File: config.mk
export PLATFORM = sky130hd
export DESIGN_NAME = dmc_mulq
export DESIGN_NICKNAME = d
export VERILOG_FILES = /design/src/hdl/dmc_pkg.sv /design/src/hdl/dmc_mulq.sv
export SDC_FILE = /design/constraint.sdc
export NUM_CORES = 2
export LEC_CHECK = 0
export BUFFER_PORTS_ARGS = -buffer_cell sky130_fd_sc_hd__buf_4
export CAP_MARGIN = 10
export CORE_ASPECT_RATIO = 1.75
export CORE_MARGIN = 1
export CORE_UTILIZATION = 55
export DETAILED_ROUTE_END_ITERATION = 10
export PLACE_DENSITY_LB_ADDON = 0.25
export RECOVER_POWER = 50
export SLEW_MARGIN = 20
export SYNTH_ARGS = -nofsm -noshare
export SYNTH_HDL_FRONTEND = slang
export SYNTH_SLANG_ARGS = --single-unit
export TNS_END_PERCENT = 20
File: constraint.sdc
create_clock -name clk -period 18.4 [get_ports clk]
set_input_delay 3.68 -clock clk [delete_from_list [all_inputs] [get_ports clk]]
set_output_delay 3.68 -clock clk [all_outputs]
set_load 0.02 [all_outputs]
File: src/hdl/dmc_pkg.sv
// shared types and constants for the dual monod cell rate block
package dmc_pkg;

    localparam int WORD_W     = 32;
    localparam int MAG_W      = 48;
    localparam int QUO_W      = 17;
    localparam int REM_W      = WORD_W + 1;
    localparam int DIV_STAGES = QUO_W;

    typedef logic [WORD_W-1:0] word_t;
    typedef logic [MAG_W-1:0]  mag_t;
    typedef logic [QUO_W-1:0]  quo_t;
    typedef logic [REM_W-1:0]  rem_t;

    // magnitudes saturate here; any larger value already saturates a result
    localparam mag_t MAG_SAT = mag_t'(1) << (MAG_W - 1);

    // 0.65 in q16.16
    localparam word_t EXPORT_SHARE = 32'd42598;

    typedef enum logic [2:0] {
        REG_MAX_GROWTH   = 3'd0,
        REG_SUBST_AFF    = 3'd1,
        REG_METAB_AFF    = 3'd2,
        REG_INV_YIELD    = 3'd3,
        REG_LOSS_RATE    = 3'd4,
        REG_MATRIX_RATIO = 3'd5,
        REG_EXPORT_COST  = 3'd6,
        REG_GROWTH_SCALE = 3'd7
    } cfg_idx_t;

    typedef struct packed {
        word_t dens;
        logic  grid;
        logic  last;
    } side_t;

endpackage

File: src/hdl/dmc_mulq.sv
// two-stage q16.16 magnitude multiplier, floor(a * b / 2^16), saturating
module dmc_mulq (
    input  logic           clk,
    input  logic           en,
    input  dmc_pkg::mag_t  a,
    input  dmc_pkg::word_t b,
    output dmc_pkg::mag_t  p
);
    import dmc_pkg::*;

    logic [2*WORD_W-1:0]           lo_reg;
    logic [MAG_W-1:0]              hi_reg;
    logic [2*WORD_W-1:0]           lo_next;
    logic [MAG_W-1:0]              hi_next;
    logic [MAG_W+WORD_W-1:0]       full;
    logic [MAG_W+WORD_W-17:0]      shifted;
    mag_t                          p_next;
    mag_t                          p_reg;

    // partial products on the low and high part of a
    assign lo_next = {{WORD_W{1'b0}}, a[WORD_W-1:0]} * {{WORD_W{1'b0}}, b};
    assign hi_next = {{WORD_W{1'b0}}, a[MAG_W-1:WORD_W]} * {{(MAG_W-WORD_W){1'b0}}, b};

    assign full    = {hi_reg, {WORD_W{1'b0}}} + {{(MAG_W-WORD_W){1'b0}}, lo_reg};
    assign shifted = full[MAG_W+WORD_W-1:16];

    always_comb
    begin
        if (shifted[MAG_W+WORD_W-17:MAG_W-1] != '0)
        begin
            p_next = MAG_SAT;
        end
        else
        begin
            p_next = shifted[MAG_W-1:0];
        end
    end

    always_ff @(posedge clk)
    begin
        if (en)
        begin
            lo_reg <= lo_next;
            hi_reg <= hi_next;
            p_reg  <= p_next;
        end
    end

    assign p = p_reg;

endmodule
# Word level (Yosys, flattened, before mapping)

Index checks and enable logic that the tools add are counted.

Flip-flop bits (word level): 160
Input bits: 82
Logic and storage cells: 7

$add $sub $neg: 1
Multipliers: 2
Reductions and logical operators: 1

Operators by type and width:

| cell                                           | count |
|---|---|
| 80-bit by 64-bit adder with 80-bit output      | 1 |
| 32-bit by 32-bit multiplier with 64-bit output | 1 |
| 16-bit by 32-bit multiplier with 48-bit output | 1 |
| 17-bit nonzero test                            | 1 |

# Logic depth before layout (Yosys ltp)

Depth after elaboration: 2
Depth in mapped cells: 30

# Least setup slack after synthesis

Ideal clock, no wire load.

Path type: input-to-reg
Start: in b[8]
End: reg lo_reg[63] (data pin)
Setup time: 260 ps
Data arrival time: 10524 ps
Required time: 18140 ps
Slack: 7616 ps
Stages on the path: 26
Buffers on the path: 3
Cells stage by stage: clkbuf_1 > clkbuf_1 > nand2_1 > fa_1 > fa_1 > fa_1 > fa_1 > inv_1 > fa_1 > fa_1 > fa_1 > inv_1 > fa_1 > inv_1 > ha_1 > clkbuf_1 > nand3_1 > nor3_1 > o2111ai_1 > a311oi_1 > o2111ai_1 > a21oi_1 > nor3_1 > o31ai_1 > a21oi_1 > xnor2_1

Cells in the longest elaborated chain, start to end: 1

Ends and longest elaborated chain:

| item                                           | line           | text |
|---|---|---|
| from (decl)                                    | dmc_mulq.sv:6  | `input dmc_pkg::word_t b,` |
| 32-bit by 32-bit multiplier with 64-bit output | dmc_mulq.sv:21 | `assign lo_next = {{WORD_W{1'b0}}, a[WORD_W-1:0]} * {{WORD_W{1'b0}}, b};` |
| via lo_next[63]                                | dmc_mulq.sv:13 | `logic [2*WORD_W-1:0] lo_next;` |
| to (signal assigned)                           | dmc_mulq.sv:43 | `lo_reg <= lo_next;` |
| to (decl)                                      | dmc_mulq.sv:11 | `logic [2*WORD_W-1:0] lo_reg;` |

The timed path passes the listed nets, and every way through them passes these cells.
A chain may end at the register's enable or synchronous reset.

# Worst setup path after layout

Start: in b[0]
End: reg lo_reg[63] (data pin)

Same word-level chain as after synthesis.

==> impl_metrics.json <==
{
  "status": "finished, violations left",
  "violations": "max-capacitance violations, max-slew violations",
  "path_clk_slew_ns": 0.07,
  "start_kind": "primary input",
  "grt_antenna_before_repair": 7,
  "post-cts-setup-buffers": 0,
  "hpwl_um": 134000,
  "synthFlopType": "edfxtp_1",
  "final_hold_viol_count": 0,
  "path_cells": "clkbuf_1 > nand2_1 > fa_1 > fa_1 > inv_1 > fa_1 > inv_1 > fa_1 > inv_1 > fa_1 > fa_1 > ha_1 > nand2_1 > o21bai_1 > o2111ai_1 > a311oi_1 > o2111ai_1 > a21oi_1 > nor3_1 > o31ai_1 > a21oi_1 > xnor2_1",
  "top_layer": "met5",
  "synthDistinctLibCells": 74,
  "cp.arrival_ns": 12.91,
  "grt_max_degree": 75,
  "worst_skew_pair.late_latency_ns": 0.45,
  "grt_pass1_wl_um": 277000,
  "maxSlewViolCount": 123,
  "clock_sinks": 144,
  "hold_depth": 1,
  "slew-limit-headroom": -1.80,
  "drt-met1-wl_um": 53500,
  "postSynthCellCount": 6097,
  "syn2layout_area_growth_pct": 3.12,
  "placementRows": 154,
  "dr.pass1.iters": 8,
  "setup_violations": 0,
  "yosysSeqAreaShare": 0.0772,
  "die_w_um": 243,
  "vias": 42662,
  "start_util": 0.556,
  "portBuffers": 129,
  "syn_avg_cell_area_um2": 9.18,
  "vias_per_cell": 5.89,
  "drive_gt1_frac": 0.0239,
  "reg2reg_slack_ns": 13.66,
  "grt_pass1_vias": 47397,
  "period_minus_slack_ns": 12.72,
  "avgRoutedWirePerCell_um": 25.3,
  "maxCapViolCount": 2,
  "netlist_top_cells_area": "fa_1 47%, ha_1 9.2%, and2_1 8.9%",
  "fin_crit_sh": 0.691,
  "routed_wl_um": 184000,
  "rsz0062_at_grt": "no",
  "timing.fmax_mhz": 78.6,
  "drc": 0,
  "path_buf_inv": 4,
  "ys_ff_latch": 144,
  "cts_resized": 0,
  "synth-edff-count": 144,
  "wl_met3_um": 11700,
  "initialDrtViolationCount": 2817,
  "dieArea_mm2": 0.103,
  "die_h_um": 424,
  "htree_num_levels": 4,
  "syn_nets": 7905,
  "cp_common_cell": "fa_1",
  "track_usage": 0.368,
  "hold_class": "reg2reg",
  "critical-path-top-delay-family": "adder cells",
  "cts_made_buffers": 17,
  "path_max_fanout": 47,
  "tightestPinTransition_ns": 4.19,
  "min-delay-start": "lo_reg[28]$_DFFE_PP_",
  "clk_path_buf_depth": 2,
  "place_congestion": 0.960,
  "yosys.area.top_type": "fa_1",
  "ys_async_sr_fraction": 0,
  "cts_root_buffer": "clkbuf_16",
  "ios": 130,
  "cpPeakStageDelay_ns": 2.37,
  "setup_tns_ns": 0,
  "cp-end-kind": "register",
  "required_ns": 18.59,
  "synth_top_area_share": 0.470,
  "coreArea_mm2": 0.101,
  "timing.rr.start": "hi_reg[0]$_DFFE_PP_",
  "crit_slowest_cell": "clkbuf_1",
  "postCtsHoldBufs": 0,
  "overflow": 0,
  "netlist_area_mm2": 0.0560,
  "rr_worst_depth": 13,
  "ys_warn_count": 0,
  "hold_end": "p[12]$_SDFFCE_PP0P_",
  "nets": 7704,
  "wl_met2_um": 95200,
  "cts_tree": "built",
  "critical_path_class": "in2reg",
  "finClkSkew_ns": 0.0116,
  "reg2reg_to": "p[44]$_SDFFCE_PP0P_",
  "ant_nets": 0
}
-- cells in the mapped netlist (8+ instances only) --
cell type / number
inv_1: 1326
fa_1: 1314
nand2_1: 870
and2_1: 800
ha_1: 412
clkbuf_1: 340
a21oi_1: 145
edfxtp_1: 144
nor2_1: 100
o21ai_0: 81
xnor2_1: 75
a21o_1: 74
xor2_1: 44
nand3_1: 39
nand4_1: 35
nor3_1: 29
o21bai_1: 26
and3_1: 18
a211oi_1: 17
a31oi_1: 14
nand2b_1: 14
o31ai_1: 14
o21a_1: 12
buf_1: 10
nor2b_1: 10
nor4_1: 10
o211ai_1: 8
or2_2: 8
-- routing by layer --
layer,track usage,vias to the layer above
li1,-,17684
met5,0,-
met2,0.656,2046
met4,0.374,6
met3,0.0562,989
met1,0.351,21937
-- cell families (layout without fill, tap and decap cells) --
kind of cell,after synthesis,count (layout),synth area share
and+or+nand+nor,1955,1955,0.174
adders and majority gates,1726,1726,0.562
buffers and inverters,1681,1493,0.113
AOI/OAI and AO/OA,467,467,0.0540
DFF,144,144,0.0772
xor gates and xnor gates,119,119,0.0186
muxes,5,5,0.00101
other,0,4,0
-- placed cells by master (no fill, tap or decap), types with 7 or more instances in the layout --
master,netlist,final
inv_1,1326,1326
fa_1,1314,1314
nand2_1,870,870
and2_1,800,782
ha_1,412,412
a21oi_1,145,145
edfxtp_1,144,144
nor2_1,100,100
buf_4,0,88
o21ai_0,81,81
xnor2_1,75,75
a21o_1,74,74
clkbuf_1,340,47
xor2_1,44,44
nand3_1,39,39
nand4_1,35,35
nor3_1,29,29
o21bai_1,26,26
and3_1,18,19
and2_0,0,18
a211oi_1,17,17
clkbuf_16,0,17
a31oi_1,14,14
o31ai_1,14,14
nand2b_1,14,14
o21a_1,12,12
nor2b_1,10,10
nor4_1,10,10
o211ai_1,8,8
or2_2,8,8
o2111ai_1,7,7
or3_1,7,7
a21boi_0,7,7
-- how the worst max path moves through the flow --
stage,from,endpoint,slack [ns],depth (start not counted)
2_1_floorplan,b[8],lo_reg[63]$_DFFE_PP_,7.62,26
3_3_place_gp,b[6],lo_reg[63]$_DFFE_PP_,6.50,25
3_5_place_dp,b[6],lo_reg[63]$_DFFE_PP_,6.42,25
4_1_cts,b[6],lo_reg[63]$_DFFE_PP_,6.87,25
5_1_grt,b[0],lo_reg[63]$_DFFE_PP_,5.46,22
6_report,b[0],lo_reg[63]$_DFFE_PP_,5.68,22
-- layout make-up --
type | instances | area, um2
multi-input combinational | 4272 | 45300
clock inverter | 15 | 176
sequential | 144 | 4320
antenna | 4 | 10.0
timing repair buffer | 135 | 837
clock buffer | 17 | 425
fill | 9086 | 43000
inverter | 1326 | 4980
tap | 1326 | 1660
-- stage by stage --
stage	hold WS [ns]	setup slack (ns)	util	cell area [um2]	cells
after floorplan	0.497	7.62	-	56000	6097
after global placement	0.501	6.50	0.569	57300	7203
after detailed placement	0.506	6.42	0.569	57300	7203
after CTS	0.519	6.87	0.575	57900	7235
after global routing	0.537	5.46	0.573	57700	7237
final	0.519	5.68	0.573	57700	7239
Power is not shown: default switching activity piles up to over one toggle a cycle in this logic, so the estimate is an artifact.
