[config.mk]
export PLATFORM = sky130hd
export DESIGN_NAME = dmc_div
export DESIGN_NICKNAME = d
export VERILOG_FILES = /design/src/hdl/dmc_pkg.sv /design/src/hdl/dmc_div.sv
export SDC_FILE = /design/constraint.sdc
export NUM_CORES = 2
export LEC_CHECK = 0
export BUFFER_PORTS_ARGS = -buffer_cell sky130_fd_sc_hd__clkbuf_2
export CAP_MARGIN = 20
export CELL_PAD_IN_SITES_DETAIL_PLACEMENT = 0
export CELL_PAD_IN_SITES_GLOBAL_PLACEMENT = 1
export CORE_MARGIN = 3
export CORE_UTILIZATION = 50
export DETAILED_ROUTE_END_ITERATION = 8
export PLACE_DENSITY = 0.84
export SYNTH_ARGS = -nofsm -noshare
export SYNTH_HDL_FRONTEND = slang
export SYNTH_SLANG_ARGS = --single-unit
[constraint.sdc]
create_clock -name clk -period 10.1 [get_ports clk]
set_clock_uncertainty 0.15 [all_clocks]
set_input_delay 0.505 -clock clk [delete_from_list [all_inputs] [get_ports clk]]
set_output_delay 0.505 -clock clk [all_outputs]
set_load 0.02 [all_outputs]
[src/hdl/dmc_pkg.sv]
// shared types and constants for the dual monod cell rate block
package dmc_pkg;

    localparam int WORD_W     = 32;
    localparam int MAG_W      = 48;
    localparam int QUO_W      = 17;
    localparam int REM_W      = WORD_W + 1;
    localparam int DIV_STAGES = QUO_W;

    typedef logic [WORD_W-1:0] word_t;
    typedef logic [MAG_W-1:0]  mag_t;
    typedef logic [QUO_W-1:0]  quo_t;
    typedef logic [REM_W-1:0]  rem_t;

    // magnitudes saturate here; any larger value already saturates a result
    localparam mag_t MAG_SAT = mag_t'(1) << (MAG_W - 1);

    // 0.65 in q16.16
    localparam word_t EXPORT_SHARE = 32'd42598;

    typedef enum logic [2:0] {
        REG_MAX_GROWTH   = 3'd0,
        REG_SUBST_AFF    = 3'd1,
        REG_METAB_AFF    = 3'd2,
        REG_INV_YIELD    = 3'd3,
        REG_LOSS_RATE    = 3'd4,
        REG_MATRIX_RATIO = 3'd5,
        REG_EXPORT_COST  = 3'd6,
        REG_GROWTH_SCALE = 3'd7
    } cfg_idx_t;

    typedef struct packed {
        word_t dens;
        logic  grid;
        logic  last;
    } side_t;

endpackage

[src/hdl/dmc_div.sv]
// pipelined restoring divider: floor(conc * 2^16 / (conc + aff)), one bit per stage
module dmc_div (
    input  logic          clk,
    input  logic          en,
    input  dmc_pkg::word_t conc,
    input  dmc_pkg::word_t aff,
    output dmc_pkg::quo_t  quo
);
    import dmc_pkg::*;

    rem_t rem_reg [DIV_STAGES];
    rem_t den_reg [DIV_STAGES];
    quo_t quo_reg [DIV_STAGES];
    rem_t rem_next [DIV_STAGES];
    rem_t den_next [DIV_STAGES];
    quo_t quo_next [DIV_STAGES];

    always_comb
    begin
        rem_t                 den0;
        rem_t                 r_in;
        rem_t                 d_in;
        quo_t                 q_in;
        logic                 nbit;
        logic [REM_W:0]       trial;
        den0 = {1'b0, conc} + {1'b0, aff};
        // both zero: divide 0 by 1 so the quotient is zero
        if (den0 == '0)
        begin
            den0 = rem_t'(1);
        end
        for (int k = 0; k < DIV_STAGES; k++)
        begin
            if (k == 0)
            begin
                r_in = {2'b0, conc[WORD_W-1:1]};
                d_in = den0;
                q_in = '0;
                nbit = conc[0];
            end
            else
            begin
                r_in = rem_reg[k-1];
                d_in = den_reg[k-1];
                q_in = quo_reg[k-1];
                nbit = 1'b0;
            end
            trial = {r_in, nbit};
            if (trial >= {1'b0, d_in})
            begin
                rem_next[k] = REM_W'(trial - {1'b0, d_in});
                quo_next[k] = {q_in[QUO_W-2:0], 1'b1};
            end
            else
            begin
                rem_next[k] = trial[REM_W-1:0];
                quo_next[k] = {q_in[QUO_W-2:0], 1'b0};
            end
            den_next[k] = d_in;
        end
    end

    always_ff @(posedge clk)
    begin
        if (en)
        begin
            for (int k = 0; k < DIV_STAGES; k++)
            begin
                rem_reg[k] <= rem_next[k];
                den_reg[k] <= den_next[k];
                quo_reg[k] <= quo_next[k];
            end
        end
    end

    assign quo = quo_reg[DIV_STAGES-1];

endmodule

### Word-level counts from Yosys, hierarchy flattened

Memory sizes are Yosys's and may differ from the RTL's.
Index checks and enable logic that the tools add are counted.

* multiplexer cells: 37
* order comparisons: 17
* add/subtract/negate cells: 18
* reduce and logical (&&, ||, !) cells: 1

Operators with widths (number)
* 33-bit two-way mux: 18
* 34-bit by 33-bit greater-or-equal comparator with 1-bit output: 16
* 33-bit subtractor: 16
* 32-bit by 32-bit adder with 33-bit output: 1
* 32-bit by 33-bit greater-or-equal comparator with 1-bit output: 1
* 33-bit zero test: 1
* 32-bit by 33-bit subtractor with 33-bit output: 1
* 1-bit two-way mux: 19

* output and inout bits: 17
* memory bits (writable): 1411
* flip-flop bits (word level): 0
* input bits: 66
* memories kept: 3

Memory list
* den_reg: depth 17, width 33, rd ports 16, clocked after Yosys merged registers in 0, wr ports 17, line dmc_div.sv:12 `rem_t den_reg [DIV_STAGES];`
* rem_reg: depth 17, width 33, rd ports 16, clocked after Yosys merged registers in 0, wr ports 17, line dmc_div.sv:11 `rem_t rem_reg [DIV_STAGES];`
* quo_reg: depth 17, width 17, rd ports 17, clocked after Yosys merged registers in 0, wr ports 17, line dmc_div.sv:13 `quo_t quo_reg [DIV_STAGES];`

### Logic depth before layout (Yosys ltp)

* depth after elaboration: 5
* gate-level depth with buffers: 24
* gate-level depth less buffers: 24

### Least setup slack after synthesis

No wires, ideal clock.

* kind: input to register
* start: input conc[0]
* end: memory rem_reg[0][20] (netlist bit) (data pin)
* arrival time: 5553 ps
* library setup time: 260 ps
* cell stages on the path: 24
* setup slack: 4137 ps
* cell sequence: ha_1 fa_1 a211oi_1 or4_1 nand3_1 o32ai_2 xnor2_1 or4_1 nor4_1 nand4_1 nor4_1 a41o_1 ha_1 fa_1 nor2b_1 o31a_1 o21ai_0 o21ai_1 a211oi_1 o211a_1 o31ai_1 a21oi_1 xnor2_1 mux2_2

RTL lines
* start: declaration: line dmc_div.sv:5 `input dmc_pkg::word_t conc,`
* end: declaration: line dmc_div.sv:11

==> reports/results.txt <==
The area share of and/or/nand/nor cells after synthesis was 0.103; the iteration-0 DRC count of the detailed router was 3330. The fraction of final layout cells sized beyond drive strength 1 is 0.0621. TritonCTS built the clock tree. The number of buffers and inverters on the critical path is 4. The largest net degree at the start of global routing came out at 190. The clock buffer count from CTS came out at 137. STA puts the critical path data required time at 10.46 ns. The async set-reset flop share out of synthesis is 0. Count of antenna-violating nets left after detailed routing: 0.

Leading register cell type out of synthesis: sky130_fd_sc_hd__edfxtp_1. The tools report the starting density of the core as 0.504. The upper clock frequency limit was 0.131 GHz; the area share of the largest cell type after synthesis was 0.501. The clock drives 1209 sinks. In the layout the commonest cells are 1209 x sky130_fd_sc_hd__edfxtp_1, 729 x sky130_fd_sc_hd__inv_1, 591 x sky130_fd_sc_hd__ha_1.

Part of the cycle the worst path needs: 0.755. The number of setup buffers added after CTS is 0. The run gives 6 as the number of detailed-routing iterations run before antenna repair. The xor and xnor area share after synthesis was 0.0562. In this run the power density over the cells is 325 nW/µm². The flow ran to the end, and the final reports show no timing, DRC or antenna violations. The global routing usage summed across all routing layers came out at 0.218. Sorting the synthesized cells by area gives the leading types as sky130_fd_sc_hd__edfxtp_1 50%, sky130_fd_sc_hd__ha_1 10%, sky130_fd_sc_hd__a21oi_1 3.8%.

Buffers placed on the I/O ports in this run total 82. The clock reaches the later pin of the worst-skew pair after 0.77 ns. Setup repair after global routing left no endpoint under its margin.

For the final instance area, the log shows 79800 µm². Number of failing hold endpoints at the final stage: 0. At the pin with the least slew margin, the transition time is 1.10 ns. The largest single stage delay on the critical path is 0.58 ns. The total overflow left after global routing is 0. The cell count of the worst hold path is 1. The worst setup path is launched from an input pin. The library cell used most frequently in the layout, excluding fill and tap cells, is sky130_fd_sc_hd__edfxtp_1.

The instance count on the critical path was 26; the final RePlAce weighted congestion was 0.894. Summed over all instances, the cell type with the most area after synthesis is sky130_fd_sc_hd__edfxtp_1. In the final routed layout, each cell accounts on average for 18.4 µm. The layout filler cell count was 12300. The DRC violations left is 0, and the fraction of synthesized area in multiplexers is 0.0236. For the gate count after technology mapping, the log shows 6789. Detailed placement finished with a half-perimeter wire length of 126000 µm. For the tightest slew margin relative to the limit, the log shows 0.266. Netlist area before placement: 72400 µm². The cell at the slowest stage of the critical path was sky130_fd_sc_hd__or4_1.

The number of violations of the max-capacitance limit was 0; the I/O pin count was 83. After floorplanning, the core was sized to cover 144000 µm². Yosys mapped the design onto 93 distinct sky130hd cell types.

In this run the static leakage power is 0.0330 µW. In the final timing run, aggregate negative setup slack is 0 ns. The kind of cell with the highest combined delay along the critical path is simple AND/OR/NAND/NOR gates.

Across the VDD grid, the largest voltage drop is 0.000142 V. By startpoint and endpoint, the worst setup path is classified as in2reg. The tools report the overall routed net length as 165000 µm.

The final critical path time including I/O delays and setup is 7.62 ns. Largest family of logic cells by synthesized area: compound AO/OA/AOI/OAI gates. The routed layout has 50600 vias. The number of slew-limit violations in the final report was 0; the vertical die dimension was 387 µm. The worst slack on hold paths was 0.0998 ns; the mean instance size in the synthesized netlist was 10.7 µm². The run gives 0 as the total of cells resized after clock tree synthesis. Clock-pin slew was measured on the worst setup and hold paths at 0.06 ns.

Measured along the x axis, the die boundary spans 387 µm. Along the worst path, the maximum fanout reaches 48. The die covers 149000 µm². The depth of the CTS H-tree was 4; the area added between synthesis and finish was 10.2%. The routed via count divided by cell count is 5.66, and the number of warning messages in the yosys log is 0. The number of nets handed over by synthesis was 7463. The via count of the first global-routing pass was 49800; the number of rows created at floorplan was 139. The arrival time at the worst endpoint is 7.98 ns.

The number of antenna violations at the first check in global routing is 0, and the share of synthesized area occupied by flip-flops and latches is 0.501. The fraction of the mapped netlist area in compound gates works out to 0.163. The share of synthesized cell area in full adder, half adder and majority cells is 0.107, and the count of state elements after synthesis is 1209.

CTS placed an instance of sky130_fd_sc_hd__clkbuf_16 at the clock tree root. The final net count was 7600; the number of cell instances on the worst register-to-register path was 12. Setup violations remaining at the end of the flow were counted as 0. The worst hold path belongs to the class in2reg.

Capturing element type of the critical path: a register. In this run, synthesis inferred 1209 flip-flops with an integrated enable. No sink is reached through more buffers than the 3 on the longest clock path.

The logs give 262000 µm for the first-pass GRT wire length and 75100 µm² for the cell area reported after detailed placement. The number of antenna diodes is 0.
-- path summary, 6_finish.rpt --
| kind | start | end | slack, ns |
|---|---|---|---|
| max | conc[0] | rem_reg[0][20] | 2.48 |
| min reg2reg | quo_reg[0][175] | quo_reg[0][193] | 0.26 |
| min | en | quo_reg[0][68] | 0.1 |
| max reg2reg | den_reg[0][398] | rem_reg[0][448] | 5.24 |
-- per-layer routing --
| metal | track usage | vias up | share of wire |
|---|---|---|---|
| met5 | 0 | - | 0 |
| met3 | 0.0275 | 304 | 0.035 |
| met2 | 0.413 | 1014 | 0.53 |
| met4 | 0.0864 | 0 | 0.038 |
| met1 | 0.247 | 24200 | 0.40 |
| li1 | - | 25100 | - |
-- what timing repair did --
action                                  CTS  global route
hold endpoints to repair                 32             0
hold buffers                             32             0
endpoints found under the setup margin    0             0
-- cells in the mapped netlist (all sizes together), types with 25 or more instances --
cell and count:
a211oi 59, a21boi 27, a21o 245, a21oi 552, a31oi 59, and2 25, and3 60, buf 31
clkbuf 118, edfxtp 1209, ha 591, inv 731, mux2 140, nand2 569, nand2b 70, nand3 107
nand4 74, nor2 360, nor2b 85, nor3 83, nor4 31, o211ai 33, o21a 70, o21ai 536
o21bai 68, o31ai 43, or3 25, xnor2 279, xor2 186
-- where the power goes --
part / total (µW) / switching (µW) / internal (µW)
Combinational: 12600 / 7350 / 5290
Clock: 4830 / 2050 / 2780
Sequential: 8480 / 777 / 7700
Total: 26000 / 10200 / 15800
-- layout make-up --
| type | instances | area [µm²] | share of cell area |
|---|---|---|---|
| clock buffer | 164 | 3530 | 0.0442 |
| clock inverter | 82 | 851 | 0.0107 |
| inverter | 731 | 2740 | 0.0344 |
| multi-input combinational | 4700 | 32900 | 0.412 |
| sequential | 1209 | 36300 | 0.455 |
| tap | 1903 | 2380 | 0.0298 |
| timing repair buffer | 147 | 1070 | 0.0135 |
-- cells by family after synthesis --
group / count (synthesis)
flops: 1209
buf+inv: 880
mux: 153
fa+ha+maj: 608
xor+xnor: 465
simple gates: 1574
compound gates: 1900
-- metrics by stage --
| stage | cells | utilization | worst slack [ns] | power, µW |
|---|---|---|---|---|
| 5_1_grt | 8936 | 0.555 | 2.08 | 27900 |
| 2_1_floorplan | 6789 | - | 4.14 | 17900 |
| 6_report | 8936 | 0.555 | 2.48 | 26000 |
| 4_1_cts | 8935 | 0.555 | 2.67 | 26000 |
| 3_5_place_dp | 8657 | 0.522 | 2.44 | 21100 |
| 3_3_place_gp | 8657 | 0.522 | 2.57 | 20900 |
Note: power is estimated with default switching activity, not from simulation.
